==> config.mk <==
export PLATFORM = sky130hd
export DESIGN_NAME = wfwf_div
export DESIGN_NICKNAME = d
export VERILOG_FILES = /design/src/hdl/weighted_focal_window_filter_defines.svh /design/src/hdl/wfwf_pkg.sv /design/src/hdl/wfwf_div.sv
export SDC_FILE = /design/constraint.sdc
export NUM_CORES = 1
export LEC_CHECK = 0
export ABC_AREA = 1
export BUFFER_PORTS_ARGS = -buffer_cell sky130_fd_sc_hd__buf_2
export CORE_MARGIN = 5
export CORE_UTILIZATION = 40
export DETAILED_ROUTE_END_ITERATION = 8
export HOLD_SLACK_MARGIN = 0.15
export PLACE_DENSITY_LB_ADDON = 0.12
export SKIP_LAST_GASP = 1
export SLEW_MARGIN = 40
export SYNTH_ARGS = -nofsm -noshare
export SYNTH_HDL_FRONTEND = slang
export SYNTH_SLANG_ARGS = --single-unit
==> constraint.sdc <==
create_clock -name clk -period 1.7 [get_ports clk]
set_input_delay 0.17 -clock clk [delete_from_list [all_inputs] [get_ports clk]]
set_output_delay 0.17 -clock clk [all_outputs]
set_load 0.02 [all_outputs]
==> src/hdl/weighted_focal_window_filter_defines.svh <==
// Assertion shorthands shared by the filter RTL.
// Each expects clk and rst_n in scope.
`ifndef WEIGHTED_FOCAL_WINDOW_FILTER_DEFINES_SVH
`define WEIGHTED_FOCAL_WINDOW_FILTER_DEFINES_SVH

// Same-cycle implication.
`define WFWF_ASSERT_NOW(lbl, ante, cons, msg) \
    lbl: assert property (@(posedge clk) disable iff (!rst_n) (ante) |-> (cons)) \
        else $error(msg);

// Next-cycle implication.
`define WFWF_ASSERT_NEXT(lbl, ante, cons, msg) \
    lbl: assert property (@(posedge clk) disable iff (!rst_n) (ante) |=> (cons)) \
        else $error(msg);

`endif

==> src/hdl/wfwf_pkg.sv <==
`timescale 1ns / 1ps

package wfwf_pkg;

    // Store geometry
    localparam int MAX_ROWS  = 64;
    localparam int MAX_COLS  = 64;
    localparam int MAX_HALF  = 3;
    localparam int WIN_SPAN  = 2 * MAX_HALF + 1;
    localparam int WIN_CELLS = WIN_SPAN * WIN_SPAN;
    localparam int PIX_DEPTH = MAX_ROWS * MAX_COLS;
    localparam int PIX_AW    = $clog2(PIX_DEPTH);
    localparam int WT_AW     = $clog2(WIN_CELLS);
    localparam int SPAN_W    = $clog2(WIN_SPAN);

    // Field widths
    localparam int ACT_W  = 2;
    localparam int ROW_W  = 6;
    localparam int COL_W  = 6;
    localparam int VAL_W  = 16;
    localparam int RES_W  = 38;
    localparam int CNT_W  = 6;
    localparam int DIM_W  = 7;
    localparam int HALF_W = 2;
    localparam int POS_W  = ROW_W + 2;
    localparam int PROD_W = 2 * VAL_W;

    // Actions
    localparam logic [ACT_W-1:0] ACT_PIXEL   = 2'd0;
    localparam logic [ACT_W-1:0] ACT_WEIGHT  = 2'd1;
    localparam logic [ACT_W-1:0] ACT_COMPUTE = 2'd2;

    // Configuration register indexes
    localparam int CFG_IDX_W  = 3;
    localparam int CFG_DATA_W = 7;
    localparam logic [CFG_IDX_W-1:0] REG_IMAGE_ROWS = 3'd0;
    localparam logic [CFG_IDX_W-1:0] REG_IMAGE_COLS = 3'd1;
    localparam logic [CFG_IDX_W-1:0] REG_HALF_ROWS  = 3'd2;
    localparam logic [CFG_IDX_W-1:0] REG_HALF_COLS  = 3'd3;
    localparam logic [CFG_IDX_W-1:0] REG_MEAN_MODE  = 3'd4;

    // Divider control and status
    typedef struct packed {
        logic start;
    } div_ctl_t;

    typedef struct packed {
        logic busy;
        logic done;
    } div_stat_t;

endpackage

==> src/hdl/wfwf_div.sv <==
`timescale 1ns / 1ps

// Signed by unsigned restoring divide, one quotient bit per cycle,
// truncating toward zero.
module wfwf_div
    import wfwf_pkg::*;
(
    input  logic                    clk,
    input  logic                    rst_n,
    input  div_ctl_t                ctl,
    input  logic signed [RES_W-1:0] dividend,
    input  logic [CNT_W-1:0]        divisor,
    output div_stat_t               stat,
    output logic signed [RES_W-1:0] quotient
);
    localparam int STEP_W = $clog2(RES_W);

    logic              busy_reg;
    logic              done_reg;
    logic [STEP_W-1:0] step_reg;
    logic [CNT_W-1:0]  rem_reg;
    logic [RES_W-1:0]  quo_reg;
    logic              neg_reg;
    logic [CNT_W-1:0]  dsr_reg;

    logic [CNT_W:0]    trial;
    logic              fits;

    assign trial = {rem_reg, quo_reg[RES_W-1]};
    assign fits  = trial >= {1'b0, dsr_reg};

    always_ff @(posedge clk or negedge rst_n)
    begin
        if (!rst_n)
        begin
            busy_reg <= 1'b0;
            done_reg <= 1'b0;
            step_reg <= '0;
        end
        else
        begin
            done_reg <= 1'b0;
            if (ctl.start)
            begin
                busy_reg <= 1'b1;
                step_reg <= '0;
            end
            else if (busy_reg)
            begin
                step_reg <= step_reg + STEP_W'(1);
                if (step_reg == STEP_W'(RES_W - 1))
                begin
                    busy_reg <= 1'b0;
                    done_reg <= 1'b1;
                end
            end
        end
    end

    always_ff @(posedge clk)
    begin
        if (ctl.start)
        begin
            neg_reg <= dividend[RES_W-1];
            quo_reg <= dividend[RES_W-1] ? -dividend : dividend;
            rem_reg <= '0;
            dsr_reg <= divisor;
        end
        else if (busy_reg)
        begin
            // Shift in one dividend bit, subtract when the divisor fits
            rem_reg <= fits ? CNT_W'(trial - {1'b0, dsr_reg}) : CNT_W'(trial);
            quo_reg <= {quo_reg[RES_W-2:0], fits};
        end
    end

    assign stat.busy = busy_reg;
    assign stat.done = done_reg;
    assign quotient  = neg_reg ? -$signed(quo_reg) : $signed(quo_reg);
endmodule
==> impl_metrics.csv <==
group,metric,value,unit
floorplanning,core,0.0125,mm2
synthesis,synth_adder_area_share,2.88,%
outcome,status,"finished with violations",
run,drv_cap,0,
synthesis,synth_area,0.00504,mm2
sta,max_freq,461,MHz
floorplanning,die_w,122,um
sta,finalHoldViolations,0,
clock_tree,numCtsBuffers,9,
synthesis,ys_ff_latch,59,
synthesis,yosys_warnings,0,
synthesis,muxShareOfSynthArea,0,%
grt,grt_max_degree,42,
outcome,violations,"negative setup slack",
sta,worst_slack,-0.470,ns
routing,vias,5628,
sta,slew_headroom,54.6,%
routing,wire_per_inst,15.1,um
pwr,switchingPower,2.80,mW
clock_tree,htreeDepth,3,
synthesis,synth_seq_area_share,33.2,%
clock_tree,cts_tree,"yes",
synthesis,synth-edff-count,45,
final_layout,area_delta_synth_final,50.9,%
grt,grt_pass1_vias,5436,
worst_setup_path,crit_chain,"buf_6 -> nor3_4 -> nand2_4 -> nor2_8 -> nand2_4 -> o21ai_4 -> nand2_1 -> nand2_1 -> nand2_2 -> buf_6",
floorplanning,rows,41,
clock_tree,clk_pin_slew,0.05,ns
pwr,p_sw_share,39.2,%
pwr,power_frac_clock,23.4,%
grt,grt_usage,23.4,%
final_layout,finish.utilization,61.0,%
worst_setup_path,rr_worst_depth,8,
final_layout,finish.instance_area,0.00761,mm2
routing,dr.pass1.iters,6,
grt,overflow,0,
worst_setup_path,cp_max_fo,5,
place,place_ws,-0.160,ns
grt,grt_antenna_before_repair,0,
sta,post-route-period-util,128,%
routing,drc,0,
synthesis,synth_compound_area_share,9.65,%
synthesis,syn-mean-instance-area,6.74,um2
worst_setup_path,slowest_delay,0.41,ns
routing,drtAntennaViolNets,0,
synthesis,async_reset_ff_share,13.6,%
synthesis,synth_xor_xnor_area_share,7.82,%
worst_setup_path,rr_startpoint,"dsr_reg[0]",
floorplanning,dieHeight,122,um
final_layout,largest_reg_flops,38,
pwr,combPwrFrac,48.5,%
synthesis,syn-instance-count,748,
place,portBuffers,86,
place,gp_congestion,0.894,
clock_tree,worstSkewPairLatency,0.34,ns
routing,vias_per_cell,4.96,
sta,worst_pin_slew,0.678,ns
pwr,power_leakage,3.58,nW
pwr,ir_drop,0.470,mV
worst_setup_path,cp_slowest_cell,"edfxtp_1",
final_layout,nets,1015,
worst_setup_path,rrSetupSlack,0.01,ns
worst_setup_path,cp-start-kind,"register",
place,hpwl,13500,um
synthesis,yosys.cell_types.count,41,
synthesis,syn-num-nets,806,
synthesis,synth_flop_cell,"edfxtp_1",
worst_setup_path,critPathCapture,"quotient[37]",
routing,wl,17100,um
floorplanning,start_util,40.4,%
clock_tree,clockBufferDepth,2,
sta,setup_viol,36,
synthesis,synth_top_family_by_area,"simple AND/OR/NAND/NOR gates",
worst_setup_path,critPathCaptureType,"output pin",
final_layout,n_fill_cell,1158,
clock_tree,cts_sinks,59,
pwr,p_int,4.34,mW
pwr,power_frac_seq,28.1,%
final_layout,seq_area,0.00167,mm2
pwr,power_density,939,mW/mm2
floorplanning,die_area,0.0150,mm2
sta,fin_crit,2.17,ns
final_layout,num_antenna_cells,0,
worst_setup_path,worstSetupPathType,"register to output pin",
clock_tree,ctsRootBufferMaster,"clkbuf_16",
hold_path,min_path_type,"input pin to asynchronous set/reset pin",
final_layout,drive_above_1_share,34.3,%
floorplanning,io_pins,87,
worst_setup_path,critPathLaunch,"quo_reg[0]",
place,placed_area,0.00663,mm2
final_layout,multi_input_area,0.00343,mm2
routing,first_iter_violations,441,
sta,finalMaxSlewViolations,0,
sta,skew,0.0120,ns
worst_setup_path,required,1.53,ns
worst_setup_path,timing.rr.end,"rem_reg[4]",
worst_setup_path,cp.arrival,2.00,ns
sta,rsz0062_at_grt,"yes",
synthesis,yosys.area_share.simple,37.2,%
grt,grt_pass1_wl,27300,um
==> repair_timing <==
item / 4_1_cts / 5_1_grt
resized for setup: 78 / 57
setup buffers: 11 / 7
endpoints found under the hold margin: 14 / 0
pin swaps: 28 / 38
gates cloned: 1 / 0
hold buffers: 7 / 0
endpoints found under the setup margin: 38 / 43
==> layer usage <==
metal	global-route usage, %	wire length, um	part of all wire (%)	vias up
met2	35.6	7530	44	200
met1	35.1	8320	49	2562
met4	6.16	269	1.6	0
met3	3.23	987	5.8	17
met5	0	0	0	-
li1	-	-	-	2849
==> synthesized netlist by cell type, types with 2 or more instances <==
| library cell | number | area, um2 |
|---|---|---|
| a21oi_1 | 12 | 60.1 |
| a31oi_1 | 3 | 18.8 |
| buf_1 | 2 | 7.51 |
| buf_2 | 4 | 20.0 |
| buf_4 | 4 | 30.0 |
| clkbuf_1 | 9 | 33.8 |
| dfrtp_1 | 8 | 200 |
| dfxtp_1 | 6 | 120 |
| edfxtp_1 | 45 | 1350 |
| ha_1 | 10 | 125 |
| inv_1 | 88 | 330 |
| inv_2 | 10 | 37.5 |
| nand2_1 | 199 | 747 |
| nand2_2 | 3 | 18.8 |
| nand2_4 | 2 | 22.5 |
| nand3_1 | 71 | 355 |
| nand3b_1 | 4 | 30.0 |
| nand4_1 | 19 | 119 |
| nor2_1 | 101 | 379 |
| nor2_2 | 10 | 62.6 |
| nor3_1 | 9 | 45.0 |
| nor3_4 | 2 | 32.5 |
| o21ai_0 | 21 | 105 |
| o21ai_1 | 42 | 210 |
| o22ai_1 | 5 | 31.3 |
| xnor2_1 | 5 | 43.8 |
| xor2_1 | 40 | 350 |
==> cells in the final DEF, fill, tap and decap left out, types with 3 or more instances in the layout <==
| cell | instances |
|---|---|
| ha_1 | 5 |
| nand2_1 | 188 |
| nand2_2 | 10 |
| clkbuf_16 | 9 |
| nand4_1 | 19 |
| nand3_1 | 62 |
| edfxtp_1 | 45 |
| dfxtp_1 | 6 |
| xor2_4 | 5 |
| nand3_2 | 5 |
| buf_2 | 53 |
| xor2_2 | 8 |
| inv_4 | 4 |
| nand3_4 | 5 |
| buf_6 | 25 |
| xor2_1 | 27 |
| buf_12 | 3 |
| nor2_2 | 15 |
| ha_4 | 4 |
| nand2_4 | 6 |
| inv_2 | 14 |
| inv_1 | 82 |
| o21ai_4 | 4 |
| o22ai_1 | 5 |
| dlygate4sd3_1 | 7 |
| nor3_4 | 3 |
| nor3_1 | 6 |
| dfrtp_1 | 8 |
| o21ai_0 | 14 |
| xnor2_1 | 5 |
| o21ai_1 | 43 |
| nor2_1 | 88 |
| a21oi_1 | 11 |
| o21ai_2 | 4 |
| buf_4 | 129 |
| nor2_4 | 8 |
| nand3b_1 | 4 |
==> final cells by class <==
class	count	share of cell area (%)
repair buffers	217	21.6
clock inverters	6	0.592
inverters	98	4.92
clock buffers	10	3.01
flip-flops and latches	59	22.0
well taps	172	2.83
multi-input cells	572	45.1
==> critical path: cells and delay by family, from the launching register on <==
family | cells | cell delay [ns]
buffers and inverters | 2 | 0.26
and+or+nand+nor | 7 | 0.76
AOI/OAI and AO/OA | 1 | 0.22
DFF | 1 | 0.41
==> power groups by stage <==
stage / sequential, mW / clock (mW) / combinational, mW
finish: 2.00 / 1.67 / 3.47
CTS: 1.97 / 1.70 / 3.11
global placement: 1.98 / 0 / 2.73
floorplan: 1.95 / 0 / 1.65
global route: 2.02 / 1.77 / 3.76
detailed placement: 1.99 / 0 / 2.79
==> metrics by stage <==
step                instances  hold slack (ns)  power [mW]  TNS [ns]
floorplan                 748           -0.126        3.61   -0.0301
global placement         1095           0.0179        4.71     -1.63
detailed placement       1095           0.0188        4.78     -2.58
CTS                      1129            0.200        6.79    -13.09
global route             1134            0.233        7.55    -17.38
finish                   1134            0.208        7.14    -13.25
==> logic make-up after synthesis <==
| family | count (synthesis) |
|---|---|
| xor+xnor | 45 |
| simple gates | 426 |
| compound gates | 89 |
| flops | 59 |
| buf+inv | 118 |
| fa+ha+maj | 11 |
==> worst min-delay path by stage <==
stage                     slack [ns]  depth (start not counted)           to   from
after floorplan                -0.13                          0     busy_reg  rst_n
after global placement          0.02                          1  step_reg[4]  rst_n
after detailed placement        0.02                          1  step_reg[4]  rst_n
after CTS                       0.20                          2  step_reg[4]  rst_n
after global routing            0.23                          2  step_reg[2]  rst_n
final                           0.21                          2  step_reg[4]  rst_n
Power figures use the tool's default switching activity.
