**src/hdl/weighted_focal_window_filter_defines.svh**
```systemverilog
// Assertion shorthands shared by the filter RTL.
// Each expects clk and rst_n in scope.
`ifndef WEIGHTED_FOCAL_WINDOW_FILTER_DEFINES_SVH
`define WEIGHTED_FOCAL_WINDOW_FILTER_DEFINES_SVH

// Same-cycle implication.
`define WFWF_ASSERT_NOW(lbl, ante, cons, msg) \
    lbl: assert property (@(posedge clk) disable iff (!rst_n) (ante) |-> (cons)) \
        else $error(msg);

// Next-cycle implication.
`define WFWF_ASSERT_NEXT(lbl, ante, cons, msg) \
    lbl: assert property (@(posedge clk) disable iff (!rst_n) (ante) |=> (cons)) \
        else $error(msg);

`endif

```
**src/hdl/wfwf_ram.sv**
```systemverilog
`timescale 1ns / 1ps

module wfwf_ram #(
    parameter int WIDTH = 16,
    parameter int DEPTH = 64
) (
    input  logic                     clk,
    input  logic                     we,
    input  logic [$clog2(DEPTH)-1:0] waddr,
    input  logic [WIDTH-1:0]         wdata,
    input  logic [$clog2(DEPTH)-1:0] raddr,
    output logic [WIDTH-1:0]         rdata
);
    logic [WIDTH-1:0] mem [DEPTH];
    logic [WIDTH-1:0] rdata_reg;

    always_ff @(posedge clk)
    begin
        if (we)
        begin
            mem[waddr] <= wdata;
        end
        rdata_reg <= mem[raddr];
    end

    assign rdata = rdata_reg;
endmodule

```
**config.mk**
```make
export PLATFORM = sky130hd
export DESIGN_NAME = wfwf_ram
export DESIGN_NICKNAME = d
export VERILOG_FILES = /design/src/hdl/weighted_focal_window_filter_defines.svh /design/src/hdl/wfwf_ram.sv
export SDC_FILE = /design/constraint.sdc
export NUM_CORES = 1
export LEC_CHECK = 0
export ABC_AREA = 1
export BUFFER_PORTS_ARGS = -buffer_cell sky130_fd_sc_hd__buf_2
export CAP_MARGIN = 20
export CORE_ASPECT_RATIO = 0.6
export CORE_MARGIN = 2
export CORE_UTILIZATION = 35
export CTS_BUF_LIST = sky130_fd_sc_hd__clkbuf_16
export CTS_CLUSTER_SIZE = 10
export DETAILED_ROUTE_END_ITERATION = 8
export RECOVER_POWER = 50
export SETUP_SLACK_MARGIN = 0.5
export SLEW_MARGIN = 15
export SYNTH_ARGS = -nofsm -noshare
export SYNTH_HDL_FRONTEND = slang
export SYNTH_SLANG_ARGS = --single-unit
```
**constraint.sdc**
```tcl
create_clock -name clk -period 3.9 [get_ports clk]
set_input_delay 0.585 -clock clk [delete_from_list [all_inputs] [get_ports clk]]
set_output_delay 0.585 -clock clk [all_outputs]
set_load 0.01 [all_outputs]
```
==> results of run 1 <==
-- path summary, 6_finish.rpt --
| kind | startpoint | to | cells past startpoint |
|---|---|---|---|
| hold reg to reg | mem[40][4]$_DFFE_PP_ | rdata[4]$_DFF_P_ | 8 |
| setup reg to reg | mem[23][4]$_DFFE_PP_ | rdata[4]$_DFF_P_ | 8 |
| hold / removal | wdata[1] | mem[50][1]$_DFFE_PP_ | 1 |
| setup / recovery | wdata[1] | mem[30][1]$_DFFE_PP_ | 3 |
-- where the power goes --
part	switching [mW]	internal [mW]
clock network	4.28	5.24
logic	1.16	0.347
registers	0.0470	12.4
-- metrics by stage --
stage	hold WS (ns)	util [%]
finish	0.519	39.7
global route	0.503	39.7
CTS	0.383	39.7
detailed placement	0.781	37.0
global placement	0.789	37.0
floorplan	0.684	-
-- placed cells by master (no fill, tap or decap), types with 5 or more instances in the layout --
master / n
nand3_1: 871
clkbuf_1: 34
nor2_1: 56
nand4_1: 9
clkbuf_16: 115
dfxtp_1: 16
buf_4: 97
inv_1: 76
buf_12: 15
edfxtp_1: 1024
nand2_1: 1296
nor4_2: 8
diode_2: 5
buf_2: 27
-- worst reg2reg max path, stage by stage, from the launching register on --
cell and delay (ns):
edfxtp_1 0.33, nand2_1 0.05, nand3_1 0.12, nand3_1 0.20
nand2_1 0.12, nand2_1 0.05, nand3_1 0.12, nand3_1 0.52
nand2_1 0.23
-- kinds of logic after synthesis --
group	synth area share, %
simple gates	22.7
flops	73.8
buf+inv	3.54
-- cell type report --
cell class,count,area (um2),share of cell area (%)
diodes,5,12.5,0.0265
clock buffers,115,2880,6.09
clock inverters,74,333,0.704
inverters,12,71.3,0.151
multi-input cells,2240,9590,20.3
flip-flops and latches,1040,31100,65.7
well taps,1600,2000,4.23
repair buffers,177,1330,2.82
-- per-layer routing --
metal,up-vias,share of wire (%),GRT usage [%]
li1,12500,-,-
met1,13500,46,30.4
met2,1307,41,26.0
met3,163,11,5.13
met4,2,2.1,5.24
met5,-,0.0058,0
==> flow_summary.json, run 1 <==
{
  "final_max_slew_viol_count": 641,
  "detail_route.first_pass.iterations": 6,
  "area_growth_pct": 12.3,
  "power_mw": 23.5,
  "worst-endpoint-required_ns": 4.28,
  "netlist_area_um2": 42100,
  "route.detailed.vias_per_inst": 5.22,
  "totalNegativeSetupSlack_ns": 0,
  "syn-num-nets": 3547,
  "synth.yosys.seq_area_share_pct": 73.8,
  "placed_cells_incl_taps": 5066,
  "post-place-ws_ns": 0.725,
  "path_delay_family": "buffers and inverters",
  "vdd_drop_max_mv": 0.369,
  "final_hold_viol_count": 0,
  "total_leakage_power_nw": 17.0,
  "cts.hold.buffers_added": 0,
  "h-tree-depth": 3,
  "rsz0062_at_grt": "no",
  "detailed_place.area_um2": 44100,
  "die_area_um2": 123000,
  "clock_tree.root_cell": "clkbuf_16",
  "syn-mean-instance-area_um2": 12.0,
  "synth_ff_type": "edfxtp_1",
  "period_share_pct": 80.5,
  "worstMarginPinSlew_ns": 2.77,
  "maxClockFrequency_mhz": 318,
  "power_density_nw_per_um2": 496,
  "timing.critical_path.buf_inv": 3,
  "fill_count": 11300,
  "route.detailed.wl_per_inst_um": 23.0,
  "synth_enable_flop_cells": 1024,
  "end_kind": "register",
  "cts_post_setup_buffers_inserted": 0,
  "grt_first_pass_wirelength_um": 177000,
  "post_cts_resize_count": 0,
  "cts_tree": "yes",
  "first_global_vias": 25500,
  "yosysWarnings": 0,
  "globalRoute.totalOverflow": 0,
  "timing_worst_setup_path_type": "in2reg",
  "gpl.final_weighted_congestion": 0.818,
  "clock_path_buffers": 3,
  "clock_transition_at_path_regs_ns": 0.06,
  "detailed_place_hpwl_um": 67200,
  "layout_nets": 3614,
  "drc_errors": 0,
  "timing.reg2reg.setup_slack_ns": 2.07,
  "layout-drive-gt1-share_pct": 7.52,
  "die-height_um": 273,
  "cp_slowest_cell": "clkbuf_1",
  "max_cap_violations": 16,
  "synthDistinctLibCells": 16,
  "period_minus_ws_final_ns": 3.14,
  "cts_inserted_buffers": 113,
  "largest_register_ff_count": 1024,
  "grt_max_degree": 168,
  "start_util_pct": 35.3,
  "synth_largest_type_area_fraction_pct": 73.0,
  "worst_clock_skew_ns": 0.0307,
  "setup.worst_path.start_class": "input port",
  "floorplan.rows": 98,
  "min-delay-path-class": "in2reg",
  "grt_usage_pct": 19.4,
  "cp_cell_sequence": "clkbuf_1 > clkbuf_1 > clkbuf_1",
  "fp.dieW_um": 452,
  "num_vias": 27500,
  "worst_slew_margin_rel_pct": -84.5,
  "setup_viol": 0,
  "design_area_um2": 47300,
  "synth_largest_area_cell": "edfxtp_1",
  "post_layout_nonfiller_instances": 5263,
  "port_buffers": 45,
  "timing.final.ws_setup_ns": 0.759,
  "core_area_um2": 119000,
  "drt-initial-drc-count": 3809,
  "clock_sink_count": 1040,
  "grt_antenna_before_repair": 13,
  "postSynthCellCount": 3517,
  "synth.most_common_cell": "nand2_1",
  "worstPathArrival_ns": 3.52,
  "delay_of_the_slowest_cell_on_the_worst_path_ns": 1.58,
  "design.portCount": 46,
  "drtAntennaViolNets": 0,
  "critical_path_peak_fanout": 33,
  "synth.ff_latch_count": 1040,
  "synth_top_cells_by_count": "1296 x nand2_1, 1024 x edfxtp_1, 871 x nand3_1",
  "drt_wl_total_um": 121000,
  "failing_checks": "capacitance limit, slew limit",
  "status": "complete, but fails checks",
  "synth.top_cells.by_area": "edfxtp_1 73%, nand2_1 12%, nand3_1 10%",
  "critPathMostFrequentCell": "clkbuf_1",
  "postSynth.asyncResetShare_pct": 0,
  "worst_skew_pair.late_latency_ns": 0.72
}
(Power assumes the default switching activity.)
==> run 2, diff against run 1 <==
- clock period: 3.9 -> 3.3 ns (I/O delays scaled with it)
==> run 2 against run 1 <==
- the run still ends with capacitance limit, slew limit left
- non-clock buffer count up 26
- cell count is 0.32% higher
- sequential cell count stayed put
- critical path depth fell by 1
- hold slack got worse by 0.097 ns
- first-iteration DRC count down 0.32%
- sequential share of layout area is 0.31 points lower
- sequential power grew 19%
- global-route usage rose by 0.16 points
- via count up 1.0%
- clock skew is 0.011 ns lower
==> flow_summary.json, run 2 (same netlist as run 1, synthesis figures left out) <==
{
  "status": "complete, but fails checks",
  "failing_checks": "capacitance limit, slew limit",
  "grt_first_pass_wirelength_um": 178000,
  "clock_tree.root_cell": "clkbuf_16",
  "worst_skew_pair.late_latency_ns": 0.72,
  "design.portCount": 46,
  "worst_slew_margin_rel_pct": -84.8,
  "port_buffers": 45,
  "min-delay-path-class": "in2reg",
  "max_cap_violations": 15,
  "fp.dieW_um": 452,
  "timing_worst_setup_path_type": "in2reg",
  "power_mw": 27.7,
  "clock_path_buffers": 3,
  "area_growth_pct": 12.9,
  "design_area_um2": 47500,
  "post_cts_resize_count": 0,
  "delay_of_the_slowest_cell_on_the_worst_path_ns": 1.91,
  "drc_errors": 0,
  "gpl.final_weighted_congestion": 0.831,
  "setup_viol": 0,
  "worstPathArrival_ns": 3.13,
  "path_delay_family": "buffers and inverters",
  "layout_nets": 3641,
  "internal_power_mw": 21.3,
  "drt_wl_total_um": 122000,
  "start_util_pct": 35.3,
  "cts.hold.buffers_added": 0,
  "layout-drive-gt1-share_pct": 8.11,
  "worst-endpoint-required_ns": 3.70,
  "share_seq_of_total_power_pct": 53.0,
  "end_kind": "register",
  "post_layout_nonfiller_instances": 5280,
  "pwr-share-clk_pct": 40.4,
  "comb_power_share_pct": 6.6,
  "sw_frac_of_total_pct": 23.3,
  "highest_count_cells_in_the_layout_ignoring_fill_and_taps": "1296 x nand2_1, 1024 x edfxtp_1, 871 x nand3_1, 115 x clkbuf_16, 110 x buf_4",
  "vdd_drop_max_mv": 0.451,
  "grt_usage_pct": 19.5,
  "clock_transition_at_path_regs_ns": 0.06,
  "detail_route.first_pass.iterations": 6,
  "die_area_um2": 123000,
  "cts_tree": "yes",
  "critPathMostFrequentCell": "clkbuf_1",
  "first_global_vias": 25100,
  "cp_cell_sequence": "clkbuf_1 > clkbuf_1",
  "drt-initial-drc-count": 3797,
  "timing.critical_path.buf_inv": 2,
  "maxClockFrequency_mhz": 367,
  "critical_path_peak_fanout": 43,
  "globalRoute.totalOverflow": 0,
  "final_max_slew_viol_count": 614,
  "num_vias": 27700,
  "totalNegativeSetupSlack_ns": 0,
  "floorplan.rows": 98,
  "cp_slowest_cell": "clkbuf_1",
  "worst_clock_skew_ns": 0.0196,
  "largest_register_ff_count": 1024,
  "grt_antenna_before_repair": 7,
  "detailed_place.area_um2": 44400,
  "setup.worst_path.start_class": "input port",
  "cts_post_setup_buffers_inserted": 0,
  "final_hold_viol_count": 0,
  "most_common_cell_after_layout_fill_and_taps_aside": "nand2_1",
  "route.detailed.wl_per_inst_um": 23.1,
  "detailed_place_hpwl_um": 70500,
  "period_share_pct": 82.6,
  "drtAntennaViolNets": 0,
  "total_switching_power_mw": 6.45,
  "total_leakage_power_nw": 17.1,
  "placed_cells_incl_taps": 5095,
  "core_area_um2": 119000,
  "power_density_nw_per_um2": 583,
  "rsz0062_at_grt": "no",
  "worstMarginPinSlew_ns": 2.77,
  "period_minus_ws_final_ns": 2.73,
  "die-height_um": 273,
  "h-tree-depth": 3,
  "final.hold.worst_slack_ns": 0.422,
  "cts_inserted_buffers": 114,
  "grt_max_degree": 138,
  "clock_sink_count": 1040,
  "route.detailed.vias_per_inst": 5.25
}
==> run 2: cell types whose count changed in the layout (fill, tap and decap cells not counted), sizes merged <==
| cell | before | now |
|---|---|---|
| buf | 141 | 161 |
| clkbuf | 151 | 157 |
| clkinv | 5 | 2 |
| diode | 5 | 6 |
| inv | 81 | 74 |
==> run 2: path summary, 6_finish.rpt <==
check	end	slack, ns	cells past startpoint	start
hold reg to reg	rdata[5]$_DFF_P_	0.80	8	mem[40][5]$_DFFE_PP_
hold / removal	rdata[0]$_DFF_P_	0.42	3	raddr[5]
setup reg to reg	rdata[4]$_DFF_P_	1.41	8	mem[31][4]$_DFFE_PP_
setup / recovery	mem[40][7]$_DFFE_PP_	0.57	2	wdata[7]
==> run 2: stage by stage <==
stage / util (%) / setup slack [ns]
5_1_grt: 39.9 / 0.487
2_1_floorplan: - / 0.251
3_5_place_dp: 37.3 / 0.364
4_1_cts: 39.9 / 1.13
3_3_place_gp: 37.3 / 0.387
6_report: 39.9 / 0.574
==> run 2: power by group through the flow <==
stage	registers (mW)	logic, mW	clock network [mW]
after floorplan	14.9	0.978	0
after global placement	15.0	1.81	0
after detailed placement	15.0	1.82	0
after CTS	14.7	1.82	11.4
after global routing	14.7	1.99	11.9
final	14.7	1.83	11.2
==> run 2: cell type report <==
class | count | area (um2)
Fill cell | 11300 | 71700
Sequential cell | 1040 | 31100
Multi-Input combinational cell | 2240 | 9590
Clock buffer | 115 | 2880
Tap cell | 1600 | 2000
Timing Repair Buffer | 203 | 1590
Clock inverter | 64 | 290
Inverter | 12 | 71.3
Antenna cell | 6 | 15.0
==> run 2: tightest hold or removal path, cell delays in order <==
cell	delay, ns
buf_2	0.33
nand3_1	0.19
nand2_1	0.04
==> run 2: layer usage <==
metal	wire, um	track usage [%]
met5	10	0
met4	2620	4.92
met1	57100	30.9
met3	13300	5.61
met2	48900	25.8
